==> config.mk <==
export PLATFORM = sky130hd
export DESIGN_NAME = jadc_curve_flat
export DESIGN_NICKNAME = d
export VERILOG_FILES = /design/src/hw/rtl/jadc_pkg.sv /design/src/hw/rtl/jadc_out_if.sv /design/src/hw/rtl/jadc_curve.sv /design/src/flat_wrapper.sv
export SDC_FILE = /design/constraint.sdc
export NUM_CORES = 2
export LEC_CHECK = 0
export ABC_AREA = 1
export BUFFER_PORTS_ARGS = -buffer_cell sky130_fd_sc_hd__buf_2
export CORE_ASPECT_RATIO = 0.5
export CORE_MARGIN = 2
export CORE_UTILIZATION = 70
export CTS_CLUSTER_DIAMETER = 60
export CTS_CLUSTER_SIZE = 24
export DETAILED_ROUTE_END_ITERATION = 10
export GPL_TIMING_DRIVEN = 0
export HOLD_SLACK_MARGIN = 0.1
export PLACE_DENSITY = 0.94
export SKIP_LAST_GASP = 1
export SYNTH_ARGS = -nofsm -noshare
export SYNTH_HDL_FRONTEND = slang
export SYNTH_SLANG_ARGS = --single-unit
==> constraint.sdc <==
create_clock -name clk_i -period 13.75 [get_ports clk_i]
set_input_delay 3.4375 -clock clk_i [delete_from_list [all_inputs] [get_ports clk_i]]
set_output_delay 3.4375 -clock clk_i [all_outputs]
set_load 0.005 [all_outputs]
==> src/hw/rtl/jadc_pkg.sv <==
// Package for the joystick axis conditioning block: widths, register codes,
// fixed-point constants and the structs passed between pipeline sections.
// No dependencies; every other file imports it.
package jadc_pkg;

  localparam int AXIS_COUNT = 4;
  localparam int FRAC_BITS  = 16;

  localparam int CAL_REGS  = 4;
  localparam int CAL_IDX_W = 2;
  localparam int RAW_W     = 16;
  localparam int AXIS_W    = 2;
  localparam int POS_W     = 18;
  localparam int STAT_W    = 2;
  localparam int FIELD_W   = 17;
  localparam int CAL_W     = 3 * FIELD_W;
  localparam int PCT_W     = 7;
  localparam int SENS_W    = 4;
  localparam int CFG_IDX_W = 3;

  localparam int MIN_HALF_SPAN = 5;
  localparam int PCT_FULL      = 100;
  localparam int SENS_FULL     = 9;
  localparam int OUT_FRAC      = 16;

  localparam logic [FIELD_W-1:0] RESET_CENTER = 17'd32768;
  localparam logic [FIELD_W-1:0] RESET_MIN    = 17'd0;
  localparam logic [FIELD_W-1:0] RESET_MAX    = 17'd65536;
  localparam logic [CAL_W-1:0]   CAL_RESET    = {RESET_MAX, RESET_MIN, RESET_CENTER};
  localparam logic [PCT_W-1:0]   PCT_RESET    = 7'd10;
  localparam logic [SENS_W-1:0]  SENS_RESET   = 4'd9;

  // Divider: quotient floor(num * 2^Q_FRAC / den) with num <= den
  localparam int Q_FRAC     = (FRAC_BITS > OUT_FRAC) ? FRAC_BITS : OUT_FRAC;
  localparam int Q_W        = Q_FRAC + 1;
  localparam int DIV_STAGES = Q_W;
  localparam int REM_W      = FIELD_W + 1;

  localparam int ONE_W   = FRAC_BITS + 1;
  localparam int LIN_W   = OUT_FRAC + 1;
  localparam int OUT_SHR = (FRAC_BITS > OUT_FRAC) ? FRAC_BITS - OUT_FRAC : 0;
  localparam int OUT_SHL = (FRAC_BITS < OUT_FRAC) ? OUT_FRAC - FRAC_BITS : 0;

  // Dead zone: span * pct / 100 through a reciprocal multiply
  localparam int     DZP_W      = FIELD_W + PCT_W;
  localparam int     DZ_SHIFT   = DZP_W + 7;
  localparam int     DZ_RECIP_W = DZ_SHIFT - 6;
  localparam longint DZ_RECIP   = ((longint'(1) << DZ_SHIFT) + PCT_FULL - 1) / PCT_FULL;

  // Curve blend: sum / 9 through a reciprocal multiply
  localparam int     SUM_W        = FRAC_BITS + 5;
  localparam int     DIV9_SHIFT   = FRAC_BITS + 8;
  localparam int     DIV9_RECIP_W = FRAC_BITS + 5;
  localparam longint DIV9_RECIP   = ((longint'(1) << DIV9_SHIFT) + SENS_FULL - 1) / SENS_FULL;

  localparam logic CMD_CENTERED = 1'b0;
  localparam logic CMD_LINEAR   = 1'b1;

  typedef enum logic [CFG_IDX_W-1:0] {
    CFG_AXIS0,
    CFG_AXIS1,
    CFG_AXIS2,
    CFG_AXIS3,
    CFG_DEAD_ZONE,
    CFG_SENS
  } cfg_idx_e;

  typedef enum logic [STAT_W-1:0] {
    STAT_OK,
    STAT_CAL_BAD,
    STAT_EMPTY
  } status_e;

  typedef struct packed {
    logic [CAL_REGS-1:0][CAL_W-1:0] cal;
    logic [PCT_W-1:0]               dz_pct;
    logic [SENS_W-1:0]              sens;
  } cfg_t;

  localparam cfg_t CFG_RESET = '{
    cal:    {CAL_REGS{CAL_RESET}},
    dz_pct: PCT_RESET,
    sens:   SENS_RESET
  };

  typedef struct packed {
    logic    cmd;
    logic    neg;
    status_e status;
  } meta_t;

  typedef struct packed {
    logic [FIELD_W-1:0] num;
    logic [FIELD_W-1:0] den;
    meta_t              meta;
  } div_req_t;

  typedef struct packed {
    logic [Q_W-1:0] quo;
    meta_t          meta;
  } div_rsp_t;

endpackage

==> src/hw/rtl/jadc_out_if.sv <==
// Result channel: valid/ready handshake carrying the conditioned position.
// Depends on jadc_pkg for field widths.
interface jadc_out_if import jadc_pkg::*; ();
  logic                    valid;
  logic                    ready;
  logic signed [POS_W-1:0] position;
  logic [STAT_W-1:0]       status;

  modport source (output valid, position, status, input ready);
  modport sink   (input valid, position, status, output ready);
endinterface

==> src/hw/rtl/jadc_curve.sv <==
// Curve section: p^2, p^4, p^5 products, sensitivity blend, divide by nine,
// sign and output register. Five stages; drives the result channel. Uses jadc_pkg.
module jadc_curve import jadc_pkg::*; (
  input  logic       clk_i,
  input  logic       rst_ni,
  input  logic       rsp_valid_i,
  output logic       rsp_ready_o,
  input  div_rsp_t   rsp_i,
  input  cfg_t       cfg_i,
  jadc_out_if.source result_o
);

  localparam int STAGES = 5;
  localparam int LAST   = STAGES - 1;
  localparam logic signed [POS_W-1:0] POS_FULL = POS_W'(1 << OUT_FRAC);

  logic [STAGES-1:0] v_q;
  logic [STAGES:0]   en;
  logic [STAGES-1:0] vin_w;

  logic [ONE_W-1:0]   p_w;
  logic [LIN_W-1:0]   lin_w;
  logic [2*ONE_W-1:0] sq1_w, sq2_w, sq3_w;
  logic [SENS_W-1:0]  s_sat, s_inv;
  logic [SUM_W-1:0]   sum_w;
  logic [SUM_W+DIV9_RECIP_W-1:0] xm_w;
  logic [ONE_W-1:0]   x_w;
  logic signed [POS_W-1:0] mag_w, pos_d;

  logic [ONE_W-1:0] p1_q, p2_q, p3_q, pp2_q, pp4_q, pp5_q;
  logic [LIN_W-1:0] lin1_q, lin2_q, lin3_q, lin4_q;
  meta_t            m1_q, m2_q, m3_q, m4_q;
  logic [SUM_W-1:0] sum_q;
  logic signed [POS_W-1:0] pos_q;
  status_e          st_q;

  always_comb begin
    en[STAGES] = result_o.ready;
    for (int k = LAST; k >= 0; k--) begin
      en[k] = !v_q[k] || en[k+1];
    end
    vin_w = {v_q[LAST-1:0], rsp_valid_i};
  end

  always_comb begin
    p_w   = ONE_W'(rsp_i.quo >> (Q_FRAC - FRAC_BITS));
    lin_w = LIN_W'(rsp_i.quo >> (Q_FRAC - OUT_FRAC));
    sq1_w = (2*ONE_W)'(p_w) * (2*ONE_W)'(p_w);
    sq2_w = (2*ONE_W)'(pp2_q) * (2*ONE_W)'(pp2_q);
    sq3_w = (2*ONE_W)'(pp4_q) * (2*ONE_W)'(p2_q);

    s_sat = (cfg_i.sens > SENS_W'(SENS_FULL)) ? SENS_W'(SENS_FULL) : cfg_i.sens;
    s_inv = SENS_W'(SENS_FULL) - s_sat;
    sum_w = SUM_W'(s_sat) * SUM_W'(p3_q) + SUM_W'(s_inv) * SUM_W'(pp5_q);

    xm_w  = (SUM_W+DIV9_RECIP_W)'(sum_q) * (SUM_W+DIV9_RECIP_W)'(DIV9_RECIP);
    x_w   = xm_w[DIV9_SHIFT +: ONE_W];
    mag_w = POS_W'(x_w >> OUT_SHR) << OUT_SHL;

    if (m4_q.status != STAT_OK) begin
      pos_d = '0;
    end else if (m4_q.cmd == CMD_LINEAR) begin
      pos_d = POS_W'(lin4_q);
    end else if (m4_q.neg) begin
      pos_d = -mag_w;
    end else begin
      pos_d = mag_w;
    end
  end

  always_ff @(posedge clk_i or negedge rst_ni) begin
    if (!rst_ni) begin
      v_q <= '0;
    end else begin
      for (int k = 0; k < STAGES; k++) begin
        if (en[k]) v_q[k] <= vin_w[k];
      end
    end
  end

  always_ff @(posedge clk_i) begin
    if (en[0] && vin_w[0]) begin
      p1_q   <= p_w;
      pp2_q  <= sq1_w[FRAC_BITS +: ONE_W];
      lin1_q <= lin_w;
      m1_q   <= rsp_i.meta;
    end
    if (en[1] && vin_w[1]) begin
      p2_q   <= p1_q;
      pp4_q  <= sq2_w[FRAC_BITS +: ONE_W];
      lin2_q <= lin1_q;
      m2_q   <= m1_q;
    end
    if (en[2] && vin_w[2]) begin
      p3_q   <= p2_q;
      pp5_q  <= sq3_w[FRAC_BITS +: ONE_W];
      lin3_q <= lin2_q;
      m3_q   <= m2_q;
    end
    if (en[3] && vin_w[3]) begin
      sum_q  <= sum_w;
      lin4_q <= lin3_q;
      m4_q   <= m3_q;
    end
    if (en[4] && vin_w[4]) begin
      pos_q <= pos_d;
      st_q  <= m4_q.status;
    end
  end

  assign rsp_ready_o       = en[0];
  assign result_o.valid    = v_q[LAST];
  assign result_o.position = pos_q;
  assign result_o.status   = st_q;

  a_zero_on_fault: assert property (@(posedge clk_i) disable iff (!rst_ni)
    (v_q[LAST] && st_q != STAT_OK) |-> (pos_q == '0))
    else $error("curve: nonzero position with fault status");

  a_full_scale: assert property (@(posedge clk_i) disable iff (!rst_ni)
    v_q[LAST] |-> (pos_q <= POS_FULL && pos_q >= -POS_FULL))
    else $error("curve: position beyond full scale");

endmodule

==> src/flat_wrapper.sv <==
// flat-port wrapper written by rule: the top's interface ports become plain ports
module jadc_curve_flat import jadc_pkg::*;
  (clk_i, rst_ni, rsp_valid_i, rsp_ready_o, rsp_i, cfg_i, result_o_valid, result_o_position, result_o_status, result_o_ready);
  jadc_out_if result_o_i ();
  input  logic clk_i;
  input  logic rst_ni;
  input  logic rsp_valid_i;
  output logic rsp_ready_o;
  input  div_rsp_t rsp_i;
  input  cfg_t cfg_i;
  output wire logic [$bits(result_o_i.valid)-1:0] result_o_valid;
  output wire logic [$bits(result_o_i.position)-1:0] result_o_position;
  output wire logic [$bits(result_o_i.status)-1:0] result_o_status;
  input wire logic [$bits(result_o_i.ready)-1:0] result_o_ready;
  assign result_o_valid = result_o_i.valid;
  assign result_o_position = result_o_i.position;
  assign result_o_status = result_o_i.status;
  assign result_o_i.ready = result_o_ready;
  jadc_curve u_core (.clk_i(clk_i), .rst_ni(rst_ni), .rsp_valid_i(rsp_valid_i), .rsp_ready_o(rsp_ready_o), .rsp_i(rsp_i), .cfg_i(cfg_i), .result_o(result_o_i));
endmodule
# Word-level counts from Yosys, hierarchy flattened
# Cells that the tools add are included.
# op_classes
add_sub_neg,3
n_mul,6
div_mod_pow,0
n_lt_le_gt_ge,1
n_eq_ne,0
shift,0
n_mux,3
bitwise_logic,1
reduce_logical,17
# op_table
op,count
17-bit by 17-bit multiplier with 33-bit output,3
4-bit by 17-bit multiplier with 21-bit output,2
21-bit by 18-bit multiplier with 38-bit output (second input constant),1
17-bit two-way mux,2
21-bit adder,1
17-bit negation with 18-bit output,1
1-bit logical AND,5
1-bit logical NOT,5
1-bit logical OR,5
4-bit > comparator (second input constant),1
4-bit two-way mux,1
4-bit subtractor (first input constant),1
3-bit OR reduction,1
2-bit nonzero test,1
1-bit inverter,1
# word_totals
ff_bits,181
latch_bits,0
ram_bits,0
romBits,0
out_inout_bits,22
mem_count,0

# Depth between registers and ports, before layout
# logic_depth
depth_word,7
depth_mapped,34
ltp_nobuf,34

# Worst setup path after synthesis
# OpenSTA, ideal clock, no wires.
# synth_path
path_kind,input -> register
from,input port cfg_i[3] (netlist bit)
to,register u_core.sum_q[18] (data pin)
setup_ns,0.252
t_arrival_ns,8.626
required_time_ns,13.498
setup_slack_ns,4.872
path_stages,26
cell_sequence,clkbuf_1 nor2_1 clkinv_1 buf_1 ha_1 clkbuf_1 clkbuf_1 nand2_1 fa_1 inv_1 fa_1 inv_1 fa_1 inv_1 fa_1 ha_1 nand2_1 o21ai_0 a21o_1 a31oi_1 o21ai_0 nand2_1 a31oi_1 nand2_1 nand3_1 nand2_1
# synth_via
elab_chain_cells,5
# synth_rtl
item,line_no,text
"start, declared",flat_wrapper.sv:10,input cfg_t cfg_i;
4-bit > comparator,jadc_curve.sv:52,s_sat = (cfg_i.sens > SENS_W'(SENS_FULL)) ? SENS_W'(SENS_FULL) : cfg_i.sens;
4-bit two-way mux (*),jadc_curve.sv:52,
4-bit subtractor,jadc_curve.sv:53,s_inv = SENS_W'(SENS_FULL) - s_sat;
4-bit by 17-bit multiplier with 21-bit output,jadc_curve.sv:54,sum_w = SUM_W'(s_sat) * SUM_W'(p3_q) + SUM_W'(s_inv) * SUM_W'(pp5_q);
21-bit adder (*),jadc_curve.sv:54,
named net u_core.sum_w[18],jadc_curve.sv:25,logic [SUM_W-1:0] sum_w;
"end signal, assigned",jadc_curve.sv:101,sum_q <= sum_w;
"end, declared",jadc_curve.sv:33,logic [SUM_W-1:0] sum_q;
# Mark *: on every way through the listed nets, which the timed path passes. The rest lies on a longest branch.
# A chain may end at the register's enable or synchronous reset.

# Worst setup path after layout
# layout_path
from,input port cfg_i[2] (netlist bit)
to,register u_core.sum_q[17] (data pin)
# Same word-level chain as after synthesis.

==> impl_metrics.toml <==
[die]
ios = 262
core_um2 = 59400
die_x_um = 351
start_util_pct = 71.0
die-area_um2 = 62400
num_rows = 63
die_h_um = 178

[timing]
rsz0062_at_grt = "false"
worstMarginPinSlew_ns = 0.948
finalCritPeriodShare_pct = 73.3
min_period_ns = 10.07
fmax_mhz = 99.3
setup_viol = 0
finalMaxSlewViolations = 0
skew_ns = 0.0157
slew_headroom_pct = 36.8
setup_tns_ns = 0
hold_viol_final = 0

[yosys]
synth_top_flop_cell = "edfxtp_1"
yosys.area.top_type_share_pct = 37.5
syn-instance-count = 5012
syn_nets = 6536
synth.area.top_cells = "fa_1 (38%), ha_1 (15%), inv_1 (14%), edfxtp_1 (13%), nand2_1 (9.4%)"
ys_async_sr_fraction_pct = 2.76
syn_avg_cell_area_um2 = 8.42
ys_ff_latch = 181
yosysTopAreaCell = "fa_1"
ys_warn_count = 0
synthesis.area_um2 = 42200
synth_edf_count = 176
synth_cell_types = 50
synth-seq-area-share_pct = 12.8

[setup_path]
arrival_ns = 10.31
criticalPathCategory = "in -> reg"
path_max_fanout = 10
required_ns = 13.99
crit_path_start_kind = "primary input"
critPathCaptureType = "flip-flop"

[cts]
clk_pin_slew_ns = 0.08
cts_hold_buffers = 0
cts_buffer_depth = 2
numClockSinks = 181
clk_latency_ns = 0.50
numCtsBuffers = 17
cts_setup_buffers = 0
root_buffer = "clkbuf_16"
cts_tree = "done"
cts_resized = 0
htree_num_levels = 4

[drt]
drt_iter0_drc = 2953
vias = 32900
via_per_inst = 5.56
drc_errors = 0
wl_per_cell_um = 18.5
drt-pass1-iter-count = 7
wl_um = 110000
postRouteAntennaNets = 0

[grt]
use_met1_pct = 45.5
globalRouteMet2Util_pct = 62.6
overflow = 0
grt_pass1_vias = 35000
grt.busiest_layer = "met2"
grt_start_max_net_pins = 43
grt_usage_pct = 37.1
grt_pass1_wl_um = 177000
met3_usage_pct = 6.80
antenna_found_initial = 2

[outcome]
outcome = "complete, no violations"

[placed_design]
port_buffers = 50
place.gp.congestion = 1.00
hpwl_um = 93100

[final_layout]
syn_to_final_growth_pct = 4.66
fin_nets = 6609
drive_gt1_share_pct = 2.53

[worst_hold_path]
min_path_type = "reg -> reg"

[job]
max_cap_violations = 0
[final cells by class]
type	instances	area (µm²)
diodes	2	5.00
plain buffers	154	578
clock buffers	17	425
clock inverters	15	173
fillers	4326	15200
inverters	1531	5750
multi-input cells	3146	30500
flip-flops and latches	181	5410
well taps	812	1020
repair buffers	54	333
[critical path, stage by stage]
cell      delay [ns]
buf_2           0.11
o21a_1          0.20
nor2_1          0.40
inv_1           0.22
clkbuf_1        0.37
ha_1            0.33
or2_2           0.27
nand2_1         0.35
clkinv_1        0.42
nand2_1         0.19
fa_1            0.48
fa_1            0.41
fa_1            0.53
inv_1           0.06
fa_1            0.43
ha_1            0.34
a21oi_1         0.20
o21ai_0         0.17
nand2_1         0.11
o211ai_1        0.13
a31oi_1         0.29
o21ai_0         0.19
a21boi_0        0.34
o21ai_0         0.16
xor2_1          0.16
[state kept, by name (all words and copies together) (netlist names)]
register / count
u_core.sum_q: 21
u_core.lin4_q: 17
u_core.m4_q: 4
u_core.result_o.position: 18
u_core.m1_q: 4
u_core.m3_q: 4
u_core.v_q: 5
u_core.pp2_q: 17
u_core.pp4_q: 17
u_core.result_o.status: 2
u_core.p3_q: 17
u_core.pp5_q: 17
u_core.m2_q: 4
u_core.p1_q: 17
u_core.p2_q: 17
[cells in the mapped netlist (4+ instances only)]
master	instances
nand3b_1	5
nor2_2	6
a21boi_0	4
a21oi_1	155
inv_2	5
nand2_2	11
buf_1	5
ha_1	493
o221ai_1	6
o21ai_0	75
clkbuf_1	149
nor2_1	220
o21ai_1	12
edfxtp_1	176
nand2_1	1053
o21a_1	8
xnor2_1	40
o211ai_1	7
or2_2	5
nand3_1	72
a21o_1	13
dfrtp_1	5
and2_1	4
nor3_1	21
nand4_1	19
a31oi_1	8
o21bai_1	10
inv_1	1523
xor2_1	75
fa_1	791
[path summary, 6_finish.rpt]
kind | to | startpoint | depth (start not counted) | slack [ns]
worst max register to register | u_core.pp5_q[9]$_DFFE_PP_ | u_core.p2_q[9]$_DFFE_PP_ | 23 | 6.57
max in group asynchronous | u_core.v_q[4]$_DFFE_PN0P_ | rst_ni | 1 | 10.87
worst max-delay path | u_core.sum_q[17]$_DFFE_PP_ | cfg_i[2] | 25 | 3.68
worst min-delay path | u_core.p2_q[1]$_DFFE_PP_ | u_core.p1_q[1]$_DFFE_PP_ | 0 | 0.42
min in group asynchronous | u_core.v_q[0]$_DFFE_PN0N_ | rst_ni | 1 | 2.74
worst min register to register | u_core.p2_q[1]$_DFFE_PP_ | u_core.p1_q[1]$_DFFE_PP_ | 0 | 0.42
[per-layer routing]
metal	share of wire (%)	wire length [µm]
met5	0.023	25
met2	48	52000
met1	37	40500
met3	9.3	10200
met4	6.2	6820
[stage by stage]
stage	hold slack, ns	cell area (µm²)	instances	util (%)	setup WS [ns]
6_report	0.420	44200	5912	74.3	3.68
5_1_grt	0.421	44200	5910	74.3	3.22
3_3_place_gp	0.401	43500	5874	73.2	3.57
3_5_place_dp	0.405	43600	5877	73.3	3.48
4_1_cts	0.421	44200	5909	74.3	3.89
2_1_floorplan	0.400	42200	5012	-	4.87
[layout by cell type, fill, tap and decap left out, types with 6 or more instances in the layout]
master | synthesis | final
a21oi_1 | 155 | 155
edfxtp_1 | 176 | 176
xor2_1 | 75 | 75
nor2_1 | 220 | 217
nor2_2 | 6 | 7
inv_1 | 1523 | 1521
nand2_2 | 11 | 11
clkbuf_16 | 0 | 17
inv_2 | 5 | 6
nand3_1 | 72 | 72
o21ai_1 | 12 | 12
a21o_1 | 13 | 13
o21ai_0 | 75 | 75
ha_1 | 493 | 493
buf_2 | 0 | 50
nand2_1 | 1053 | 1053
nand4_1 | 19 | 19
a31oi_1 | 8 | 8
fa_1 | 791 | 791
nor3_1 | 21 | 21
xnor2_1 | 40 | 40
o21bai_1 | 10 | 10
o21a_1 | 8 | 8
o221ai_1 | 6 | 6
clkbuf_1 | 149 | 149
o211ai_1 | 7 | 7
[kinds of logic (layout without fill, tap and decap cells)]
logic type	after synthesis	after routing	synth area share, %
AO/OA/AOI/OAI	315	315	4.20
XOR/XNOR	115	115	2.39
adder cells (fa/ha/maj)	1284	1284	52.1
buffers and inverters	1685	1771	15.0
flip-flops	181	181	12.8
other	1	3	0.00888
AND/OR/NAND/NOR	1431	1431	13.5
Power is not shown: default switching activity piles up to over one toggle a cycle in this logic, so the estimate is an artifact.
