==> src/hw/rtl/jadc_pkg.sv <==
// Package for the joystick axis conditioning block: widths, register codes,
// fixed-point constants and the structs passed between pipeline sections.
// No dependencies; every other file imports it.
package jadc_pkg;

  localparam int AXIS_COUNT = 4;
  localparam int FRAC_BITS  = 16;

  localparam int CAL_REGS  = 4;
  localparam int CAL_IDX_W = 2;
  localparam int RAW_W     = 16;
  localparam int AXIS_W    = 2;
  localparam int POS_W     = 18;
  localparam int STAT_W    = 2;
  localparam int FIELD_W   = 17;
  localparam int CAL_W     = 3 * FIELD_W;
  localparam int PCT_W     = 7;
  localparam int SENS_W    = 4;
  localparam int CFG_IDX_W = 3;

  localparam int MIN_HALF_SPAN = 5;
  localparam int PCT_FULL      = 100;
  localparam int SENS_FULL     = 9;
  localparam int OUT_FRAC      = 16;

  localparam logic [FIELD_W-1:0] RESET_CENTER = 17'd32768;
  localparam logic [FIELD_W-1:0] RESET_MIN    = 17'd0;
  localparam logic [FIELD_W-1:0] RESET_MAX    = 17'd65536;
  localparam logic [CAL_W-1:0]   CAL_RESET    = {RESET_MAX, RESET_MIN, RESET_CENTER};
  localparam logic [PCT_W-1:0]   PCT_RESET    = 7'd10;
  localparam logic [SENS_W-1:0]  SENS_RESET   = 4'd9;

  // Divider: quotient floor(num * 2^Q_FRAC / den) with num <= den
  localparam int Q_FRAC     = (FRAC_BITS > OUT_FRAC) ? FRAC_BITS : OUT_FRAC;
  localparam int Q_W        = Q_FRAC + 1;
  localparam int DIV_STAGES = Q_W;
  localparam int REM_W      = FIELD_W + 1;

  localparam int ONE_W   = FRAC_BITS + 1;
  localparam int LIN_W   = OUT_FRAC + 1;
  localparam int OUT_SHR = (FRAC_BITS > OUT_FRAC) ? FRAC_BITS - OUT_FRAC : 0;
  localparam int OUT_SHL = (FRAC_BITS < OUT_FRAC) ? OUT_FRAC - FRAC_BITS : 0;

  // Dead zone: span * pct / 100 through a reciprocal multiply
  localparam int     DZP_W      = FIELD_W + PCT_W;
  localparam int     DZ_SHIFT   = DZP_W + 7;
  localparam int     DZ_RECIP_W = DZ_SHIFT - 6;
  localparam longint DZ_RECIP   = ((longint'(1) << DZ_SHIFT) + PCT_FULL - 1) / PCT_FULL;

  // Curve blend: sum / 9 through a reciprocal multiply
  localparam int     SUM_W        = FRAC_BITS + 5;
  localparam int     DIV9_SHIFT   = FRAC_BITS + 8;
  localparam int     DIV9_RECIP_W = FRAC_BITS + 5;
  localparam longint DIV9_RECIP   = ((longint'(1) << DIV9_SHIFT) + SENS_FULL - 1) / SENS_FULL;

  localparam logic CMD_CENTERED = 1'b0;
  localparam logic CMD_LINEAR   = 1'b1;

  typedef enum logic [CFG_IDX_W-1:0] {
    CFG_AXIS0,
    CFG_AXIS1,
    CFG_AXIS2,
    CFG_AXIS3,
    CFG_DEAD_ZONE,
    CFG_SENS
  } cfg_idx_e;

  typedef enum logic [STAT_W-1:0] {
    STAT_OK,
    STAT_CAL_BAD,
    STAT_EMPTY
  } status_e;

  typedef struct packed {
    logic [CAL_REGS-1:0][CAL_W-1:0] cal;
    logic [PCT_W-1:0]               dz_pct;
    logic [SENS_W-1:0]              sens;
  } cfg_t;

  localparam cfg_t CFG_RESET = '{
    cal:    {CAL_REGS{CAL_RESET}},
    dz_pct: PCT_RESET,
    sens:   SENS_RESET
  };

  typedef struct packed {
    logic    cmd;
    logic    neg;
    status_e status;
  } meta_t;

  typedef struct packed {
    logic [FIELD_W-1:0] num;
    logic [FIELD_W-1:0] den;
    meta_t              meta;
  } div_req_t;

  typedef struct packed {
    logic [Q_W-1:0] quo;
    meta_t          meta;
  } div_rsp_t;

endpackage

==> src/hw/rtl/jadc_in_if.sv <==
// Sample channel: valid/ready handshake carrying one raw axis sample.
// Depends on jadc_pkg for field widths.
interface jadc_in_if import jadc_pkg::*; ();
  logic              valid;
  logic              ready;
  logic [RAW_W-1:0]  raw_sample;
  logic [AXIS_W-1:0] axis_number;
  logic              cmd;

  modport source (output valid, raw_sample, axis_number, cmd, input ready);
  modport sink   (input valid, raw_sample, axis_number, cmd, output ready);
endinterface

==> src/hw/rtl/jadc_front.sv <==
// Front section: calibration select and checks, dead zone, side selection.
// Three pipeline stages; produces numerator/denominator for jadc_div. Uses jadc_pkg.
module jadc_front import jadc_pkg::*; (
  input  logic     clk_i,
  input  logic     rst_ni,
  jadc_in_if.sink  sample_i,
  input  cfg_t     cfg_i,
  output logic     req_valid_o,
  input  logic     req_ready_i,
  output div_req_t req_o
);

  localparam int SW = FIELD_W + 2;

  logic va_q, vb_q, vc_q;
  logic en_a, en_b, en_c;

  // stage A inputs
  logic                 axis_ok;
  logic [CAL_W-1:0]     cal_sel;
  logic [FIELD_W-1:0]   c_w, mn_w, mx_w, span_w, lin_w;
  logic signed [SW-1:0] cmn_w, mxc_w, rc_w, rm_w;
  logic [PCT_W-1:0]     pct_w;
  logic [DZP_W-1:0]     prod_w;
  logic                 bad_w;

  logic                 cmd_a_q, bad_a_q;
  logic [FIELD_W-1:0]   span_a_q, lin_a_q;
  logic signed [SW-1:0] cmn_a_q, mxc_a_q, rc_a_q;
  logic [DZP_W-1:0]     prod_a_q;

  // stage B
  logic [DZP_W+DZ_RECIP_W-1:0] dzm_w;
  logic                 cmd_b_q, bad_b_q;
  logic [FIELD_W-1:0]   span_b_q, lin_b_q, dz_b_q;
  logic signed [SW-1:0] cmn_b_q, mxc_b_q, rc_b_q;

  // stage C
  logic signed [SW-1:0] dz_s, nr_w, rng_w, dist_w, dcl_w;
  logic                 side_neg, side_pos, empty_w;
  div_req_t             req_d, req_q;

  assign en_c = !vc_q || req_ready_i;
  assign en_b = !vb_q || en_c;
  assign en_a = !va_q || en_b;
  assign sample_i.ready = en_a;

  always_comb begin
    axis_ok = 32'(sample_i.axis_number) < AXIS_COUNT;
    cal_sel = axis_ok ? cfg_i.cal[sample_i.axis_number] : '0;
    c_w     = cal_sel[FIELD_W-1:0];
    mn_w    = cal_sel[2*FIELD_W-1:FIELD_W];
    mx_w    = cal_sel[3*FIELD_W-1:2*FIELD_W];
    cmn_w   = $signed({2'b00, c_w}) - $signed({2'b00, mn_w});
    mxc_w   = $signed({2'b00, mx_w}) - $signed({2'b00, c_w});
    bad_w   = !axis_ok || (cmn_w < $signed(SW'(MIN_HALF_SPAN)))
              || (mxc_w < $signed(SW'(MIN_HALF_SPAN)));
    span_w  = mx_w - mn_w;
    rc_w    = $signed({3'b000, sample_i.raw_sample}) - $signed({2'b00, c_w});
    rm_w    = $signed({3'b000, sample_i.raw_sample}) - $signed({2'b00, mn_w});
    // clamp the linear offset to the calibrated span
    if (rm_w < 0) begin
      lin_w = '0;
    end else if (rm_w > $signed({2'b00, span_w})) begin
      lin_w = span_w;
    end else begin
      lin_w = rm_w[FIELD_W-1:0];
    end
    pct_w  = (cfg_i.dz_pct > PCT_W'(PCT_FULL)) ? PCT_W'(PCT_FULL) : cfg_i.dz_pct;
    prod_w = DZP_W'(span_w) * DZP_W'(pct_w);
  end

  assign dzm_w = (DZP_W+DZ_RECIP_W)'(prod_a_q) * (DZP_W+DZ_RECIP_W)'(DZ_RECIP);

  always_comb begin
    dz_s     = $signed({2'b00, dz_b_q});
    nr_w     = -rc_b_q;
    side_neg = nr_w > dz_s;
    side_pos = rc_b_q > dz_s;
    rng_w    = side_neg ? (cmn_b_q - dz_s) : (mxc_b_q - dz_s);
    dist_w   = side_neg ? (nr_w - dz_s) : (rc_b_q - dz_s);
    empty_w  = !(side_neg || side_pos) || !(rng_w > 0);
    dcl_w    = (dist_w > rng_w) ? rng_w : dist_w;

    req_d.meta.cmd = cmd_b_q;
    req_d.meta.neg = side_neg;
    if (cmd_b_q == CMD_LINEAR) begin
      req_d.num = lin_b_q;
      req_d.den = span_b_q;
    end else begin
      req_d.num = dcl_w[FIELD_W-1:0];
      req_d.den = rng_w[FIELD_W-1:0];
    end
    if (bad_b_q) begin
      req_d.meta.status = STAT_CAL_BAD;
    end else if (cmd_b_q == CMD_LINEAR) begin
      req_d.meta.status = STAT_OK;
    end else if (empty_w) begin
      req_d.meta.status = STAT_EMPTY;
    end else begin
      req_d.meta.status = STAT_OK;
    end
  end

  always_ff @(posedge clk_i or negedge rst_ni) begin
    if (!rst_ni) begin
      va_q <= 1'b0;
      vb_q <= 1'b0;
      vc_q <= 1'b0;
    end else begin
      if (en_a) va_q <= sample_i.valid;
      if (en_b) vb_q <= va_q;
      if (en_c) vc_q <= vb_q;
    end
  end

  always_ff @(posedge clk_i) begin
    if (en_a && sample_i.valid) begin
      cmd_a_q  <= sample_i.cmd;
      bad_a_q  <= bad_w;
      span_a_q <= span_w;
      lin_a_q  <= lin_w;
      cmn_a_q  <= cmn_w;
      mxc_a_q  <= mxc_w;
      rc_a_q   <= rc_w;
      prod_a_q <= prod_w;
    end
    if (en_b && va_q) begin
      cmd_b_q  <= cmd_a_q;
      bad_b_q  <= bad_a_q;
      span_b_q <= span_a_q;
      lin_b_q  <= lin_a_q;
      cmn_b_q  <= cmn_a_q;
      mxc_b_q  <= mxc_a_q;
      rc_b_q   <= rc_a_q;
      dz_b_q   <= dzm_w[DZ_SHIFT +: FIELD_W];
    end
    if (en_c && vb_q) begin
      req_q <= req_d;
    end
  end

  assign req_valid_o = vc_q;
  assign req_o       = req_q;

  a_req_bounded: assert property (@(posedge clk_i) disable iff (!rst_ni)
    (vc_q && req_q.meta.status == STAT_OK) |-> (req_q.num <= req_q.den && req_q.den != '0))
    else $error("front: numerator exceeds span or empty span flagged normal");

endmodule

==> src/flat_wrapper.sv <==
// flat-port wrapper written by rule: the top's interface ports become plain ports
module jadc_front_flat import jadc_pkg::*;
  (clk_i, rst_ni, cfg_i, req_valid_o, req_ready_i, req_o, sample_i_valid, sample_i_raw_sample, sample_i_axis_number, sample_i_cmd, sample_i_ready);
  jadc_in_if sample_i_i ();
  input  logic clk_i;
  input  logic rst_ni;
  input  cfg_t cfg_i;
  output logic req_valid_o;
  input  logic req_ready_i;
  output div_req_t req_o;
  input wire logic [$bits(sample_i_i.valid)-1:0] sample_i_valid;
  input wire logic [$bits(sample_i_i.raw_sample)-1:0] sample_i_raw_sample;
  input wire logic [$bits(sample_i_i.axis_number)-1:0] sample_i_axis_number;
  input wire logic [$bits(sample_i_i.cmd)-1:0] sample_i_cmd;
  output wire logic [$bits(sample_i_i.ready)-1:0] sample_i_ready;
  assign sample_i_i.valid = sample_i_valid;
  assign sample_i_i.raw_sample = sample_i_raw_sample;
  assign sample_i_i.axis_number = sample_i_axis_number;
  assign sample_i_i.cmd = sample_i_cmd;
  assign sample_i_ready = sample_i_i.ready;
  jadc_front u_core (.clk_i(clk_i), .rst_ni(rst_ni), .sample_i(sample_i_i), .cfg_i(cfg_i), .req_valid_o(req_valid_o), .req_ready_i(req_ready_i), .req_o(req_o));
endmodule
==> config.mk <==
export PLATFORM = sky130hd
export DESIGN_NAME = jadc_front_flat
export DESIGN_NICKNAME = d
export VERILOG_FILES = /design/src/hw/rtl/jadc_pkg.sv /design/src/hw/rtl/jadc_in_if.sv /design/src/hw/rtl/jadc_front.sv /design/src/flat_wrapper.sv
export SDC_FILE = /design/constraint.sdc
export NUM_CORES = 2
export LEC_CHECK = 0
export BUFFER_PORTS_ARGS = -buffer_cell sky130_fd_sc_hd__buf_2
export CORE_ASPECT_RATIO = 1.1
export CORE_MARGIN = 2
export CORE_UTILIZATION = 50
export CTS_CLUSTER_DIAMETER = 100
export DETAILED_ROUTE_END_ITERATION = 16
export GPL_TIMING_DRIVEN = 0
export PLACE_DENSITY = 0.69
export REMOVE_ABC_BUFFERS = 1
export SYNTH_ARGS = -nofsm -noshare
export SYNTH_HDL_FRONTEND = slang
export SYNTH_SLANG_ARGS = --single-unit
==> constraint.sdc <==
create_clock -name clk_i -period 16.85 [get_ports clk_i]
set_clock_uncertainty 0.1 [all_clocks]
set_input_delay 1.685 -clock clk_i [delete_from_list [all_inputs] [get_ports clk_i]]
set_output_delay 1.685 -clock clk_i [all_outputs]
set_load 0.02 [all_outputs]
Yosys cells after proc, flatten, opt, wreduce, memory -nomap -nowiden
Cells that the tools add are included.

storage, ports and cells
  register bits after elaboration = 268
  word-level logic and storage cells = 72
  input bits = 238
  output and inout port bits = 40

operators by class
  $lt $le $gt $ge = 10
  $mul = 2
  reductions and logical operators = 15
  add/subtract/negate cells = 10
  multiplexer cells = 10

operator list
  kind                                                          number
  binary-select mux 51 bit (select 2 bit)                       1
  subtractor 19 x 18 -> 19 bit                                  4
  two-way mux 51 bit                                            1
  multiplier 24 x 25 -> 48 bit (second input constant)          1
  > comparator 19 x 18 -> 1 bit                                 2
  less-than comparator 19 x 4 -> 1 bit (second input constant)  2
  two-way mux 19 bit                                            2
  subtractor 16 x 17 -> 18 bit                                  2
  subtractor 17 x 17 -> 18 bit                                  2
  two-way mux 17 bit                                            2
  two-way mux 34 bit                                            1
  multiplier 17 x 7 -> 24 bit                                   1
  > comparator 19 x 1 -> 1 bit (second input constant)          1
  > comparator 19 bit                                           1
  negation 19 bit                                               1
  > comparator 18 bit                                           1
  less-than comparator 18 x 1 -> 1 bit (second input constant)  1
  subtractor 17 bit                                             1
  > comparator 7 bit (second input constant)                    1
  two-way mux 7 bit                                             1
  logical OR 1 bit                                              6
  zero test 1 bit                                               5
  logical AND 1 bit                                             3
  less-than comparator 2 x 3 -> 1 bit (second input constant)   1
  other kinds (3)                                               3

Longest topological paths before layout
  depth in word-level cells = 8
  mapped depth = 38
  depth with buffers taken out = 34

Least setup slack after synthesis
No wires, ideal clock.

  path type = in2reg
  start point = in sample_i_axis_number[0]
  end point = reg u_core.prod_a_q[22], data pin
  slack = 7.113 ns
  arrival time = 9.376 ns
  buffers on the path = 3
  data required time = 16.489 ns
  stages = 27
  setup time = 0.261 ns
  cells stage by stage = clkbuf_1 -> clkbuf_1 -> buf_1 -> mux4_2 -> inv_1 -> ha_1 -> inv_1 -> fa_1 -> a211oi_1 -> o21bai_1 -> a21oi_1 -> xnor2_1 -> nand2_1 -> fa_1 -> fa_1 -> inv_1 -> fa_1 -> fa_1 -> ha_1 -> or4_1 -> o211a_1 -> o31ai_1 -> a2111o_1 -> nand3_1 -> o311ai_1 -> nor3_1 -> a311o_1

on the way
  cells in the longest elaborated chain, start to end = 4

RTL lines
  element                                   line                RTL
  start, declared                           flat_wrapper.sv:13  input wire logic [$bits(sample_i_i.axis_number)-1:0] sample_i_axis_number;
  binary-select mux 51 bit (select 2 bit)   jadc_front.sv:50    cal_sel = axis_ok ? cfg_i.cal[sample_i.axis_number] : '0;
  two-way mux 51 bit (not written as such)  jadc_front.sv:50
  subtractor 17 bit                         jadc_front.sv:58    span_w = mx_w - mn_w;
  via u_core.span_w[6]                      jadc_front.sv:21    logic [FIELD_W-1:0] c_w, mn_w, mx_w, span_w, lin_w;
  multiplier 17 x 7 -> 24 bit               jadc_front.sv:70    prod_w = DZP_W'(span_w) * DZP_W'(pct_w);
  via u_core.prod_w[22]                     jadc_front.sv:24    logic [DZP_W-1:0] prod_w;
  end signal, assigned                      jadc_front.sv:126   prod_a_q <= prod_w;
  end, declared                             jadc_front.sv:30    logic [DZP_W-1:0] prod_a_q;

The timed path passes the listed nets, and every way through them passes these cells. The select of a mux whose other input is x is not followed.
A chain may end at the register's enable or synchronous reset.

==> reports/metrics.yaml <==
status: "complete, no violations"
synth_edf_count: 259
cts_resized: 0
grt_overflow: 0
clk_path_buf_depth: 3
maxCapViolations: 0
cp-start-kind: "flip-flop"
cpLargestDelayFamily: "compound AO/OA/AOI/OAI gates"
layout_common_cells: "501 x inv_1, 458 x ha_1, 283 x fa_1, 272 x buf_2, 259 x edfxtp_1"
port-buffer-count: 273
hold_depth: 0
fillers: 5451
fin_crit_sh_pct: 61.8
setup_tns_ns: 0
ys.warnings.count: 0
path_buf_inv: 2
drive_gt1_share_pct: 12.3
reg2reg_slack_ns: 6.43
avgSynthCellArea_um2: 10.2
yosysSeqAreaShare_pct: 25.6
cts_root_buf: "clkbuf_16"
dr_total_vias: 22800
layout_commonest_cell: "inv_1"
rr_endpoint: "u_core.req_o[21]"
drtIter0Drc: 1523
setup_viol: 0
synth_cells: 2998
start_util_pct: 50.3
cts_made_buffers: 26
vias_per_cell: 5.57
fin_area_um2: 33800
num_rows: 95
ys.flop_type: "edfxtp_1"
place_congestion: 0.941
min_to: "u_core.rc_b_q[12]"
dr.pass1.iters: 8
worstMarginPinSlew_ns: 1.43
reg2reg_depth: 29
ys_types: 83
antenna_left: 0
dieArea_um2: 63300
dieWidth_um: 240
slowest_delay_ns: 0.93
cts.sinks: 262
crit_slowest_cell: "nand2_1"
end_kind: "flip-flop"
h-tree-depth: 1
hold_start: "u_core.rc_a_q[12]"
grt_pass1_wl_mm: 123
ys_seq_elements: 262
slew_headroom_pct: 3.65
finalCriticalPeriod_ns: 10.42
synth_area_um2: 30600
seqCellArea_um2: 7850
drv_slew: 0
critPathRequiredTime_ns: 17.02
dp_hpwl_mm: 67.6
postCtsSetupBuffers: 0
place_area_um2: 33000
boundaryPins: 278
nNetsFinal: 4235
routed_wl_mm: 78.5
hold_viol: 0
arrival_ns: 10.59
clk_latency_ns: 0.57
critPathMaxFanout: 31
worst-setup-path-type: "reg -> reg"
die_h_um: 264
grt_pass1_vias: 23400
grt_max_degree: 77
grtUsageTotal_pct: 25.2
tritoncts: "built"
syn_to_final_growth_pct: 10.3
timing.rr.start: "u_core.rc_b_q[4]"
min_path_type: "reg -> reg"
fp.coreArea_um2: 60900
antenna_found_initial: 3
wl_per_cell_um: 19.2
clkTransAtPathRegs_ns: 0.06
rsz0062_at_grt: "no"
synthArstFlopShare_pct: 1.15
drc: 0
hold_buffers: 0
fmax_mhz: 96.0
multiInputGateArea_um2: 20700
==> kinds of logic after synthesis <==
logic type	after synthesis	synth area share, %
simple gates	742	11.5
fa+ha+maj	741	37.2
buf+inv	553	6.78
compound gates	486	10.4
flops	262	25.6
xor+xnor	142	4.08
mux	72	4.45
==> worst max path at each step <==
| stage | startpoint | end | cells after the start |
|---|---|---|---|
| final | u_core.rc_b_q[4] | u_core.req_o[21] | 29 |
| after global routing | u_core.rc_b_q[4] | u_core.req_o[21] | 29 |
| after CTS | u_core.rc_b_q[4] | u_core.req_o[21] | 29 |
| after detailed placement | u_core.rc_b_q[4] | u_core.req_o[21] | 29 |
| after global placement | u_core.rc_b_q[4] | u_core.req_o[24] | 29 |
| after floorplan | u_core.rc_b_q[4] | u_core.req_o[36] | 31 |
==> flip-flops by register name, summed over array words and instances, names as in the netlist <==
| name | flops |
|---|---|
| u_core.bad_a_q | 1 |
| u_core.bad_b_q | 1 |
| u_core.cmd_a_q | 1 |
| u_core.cmd_b_q | 1 |
| u_core.cmn_a_q | 18 |
| u_core.cmn_b_q | 18 |
| u_core.dz_b_q | 17 |
| u_core.lin_a_q | 17 |
| u_core.lin_b_q | 17 |
| u_core.mxc_a_q | 18 |
| u_core.mxc_b_q | 18 |
| u_core.prod_a_q | 24 |
| u_core.rc_a_q | 18 |
| u_core.rc_b_q | 18 |
| u_core.req_o | 38 |
| u_core.req_valid_o | 1 |
| u_core.span_a_q | 17 |
| u_core.span_b_q | 17 |
| u_core.va_q | 1 |
| u_core.vb_q | 1 |
==> worst reg2reg max path, delay by kind of cell (launching register included) <==
family,cells,cell delay [ns]
compound gates,14,4.15
xor+xnor,2,0.43
fa+ha+maj,4,1.34
buf+inv,2,1.07
flops,1,0.49
mux,1,0.21
simple gates,6,2.37
==> Yosys cell counts (all sizes together) (7+ instances only) <==
cell type | instances | area share (%)
a21oi | 119 | 1.9
or2 | 16 | 0.33
nor4 | 13 | 0.29
nand4 | 21 | 0.43
inv | 503 | 6.2
and3 | 19 | 0.39
or3 | 17 | 0.35
ha | 458 | 19
clkbuf | 39 | 0.48
xor2 | 43 | 1.2
o41ai | 7 | 0.22
fa | 283 | 18
a31oi | 17 | 0.35
o21a | 34 | 0.83
a21o | 35 | 0.86
nor2b | 34 | 0.69
nand3 | 59 | 0.96
nand2b | 28 | 0.57
nor2 | 158 | 1.9
or4 | 9 | 0.22
buf | 11 | 0.14
edfxtp | 259 | 25
nand3b | 8 | 0.20
o31ai | 13 | 0.32
mux2i | 18 | 0.59
and2 | 22 | 0.45
a211oi | 14 | 0.34
xnor2 | 99 | 2.9
o211a | 9 | 0.29
o21ai | 119 | 1.9
nor3 | 72 | 1.2
nand2 | 254 | 3.1
o31a | 7 | 0.20
a21boi | 9 | 0.22
mux4 | 51 | 3.7
o21bai | 9 | 0.22
o211ai | 22 | 0.56
==> stage by stage <==
step | setup WS (ns) | cells | hold slack, ns | utilization, %
after global placement | 5.34 | 4045 | 0.300 | 54.0
after global routing | 5.49 | 4098 | 0.321 | 55.5
after floorplan | 8.47 | 2948 | 0.300 | -
after detailed placement | 6.47 | 4052 | 0.305 | 54.3
after CTS | 6.44 | 4097 | 0.313 | 55.5
final | 6.43 | 4098 | 0.314 | 55.5
==> layer usage <==
| layer | track usage (%) | part of all wire, % | vias to the layer above |
|---|---|---|---|
| met5 | 0 | 0 | - |
| met4 | 10.6 | 5.0 | 0 |
| met3 | 3.20 | 6.5 | 161 |
| met2 | 42.3 | 47 | 785 |
| met1 | 32.8 | 41 | 11000 |
| li1 | - | - | 10900 |
==> cell type report <==
cell class / count / share of cell area [%]
multi-input cells: 2183 / 61.4
flip-flops and latches: 262 / 23.2
inverters: 503 / 5.59
repair buffers: 280 / 4.47
well taps: 824 / 3.05
clock buffers: 32 / 1.99
clock inverters: 13 / 0.274
diodes: 1 / 0.00741
Power is not shown: default switching activity piles up to over one toggle a cycle in this logic, so the estimate is an artifact.
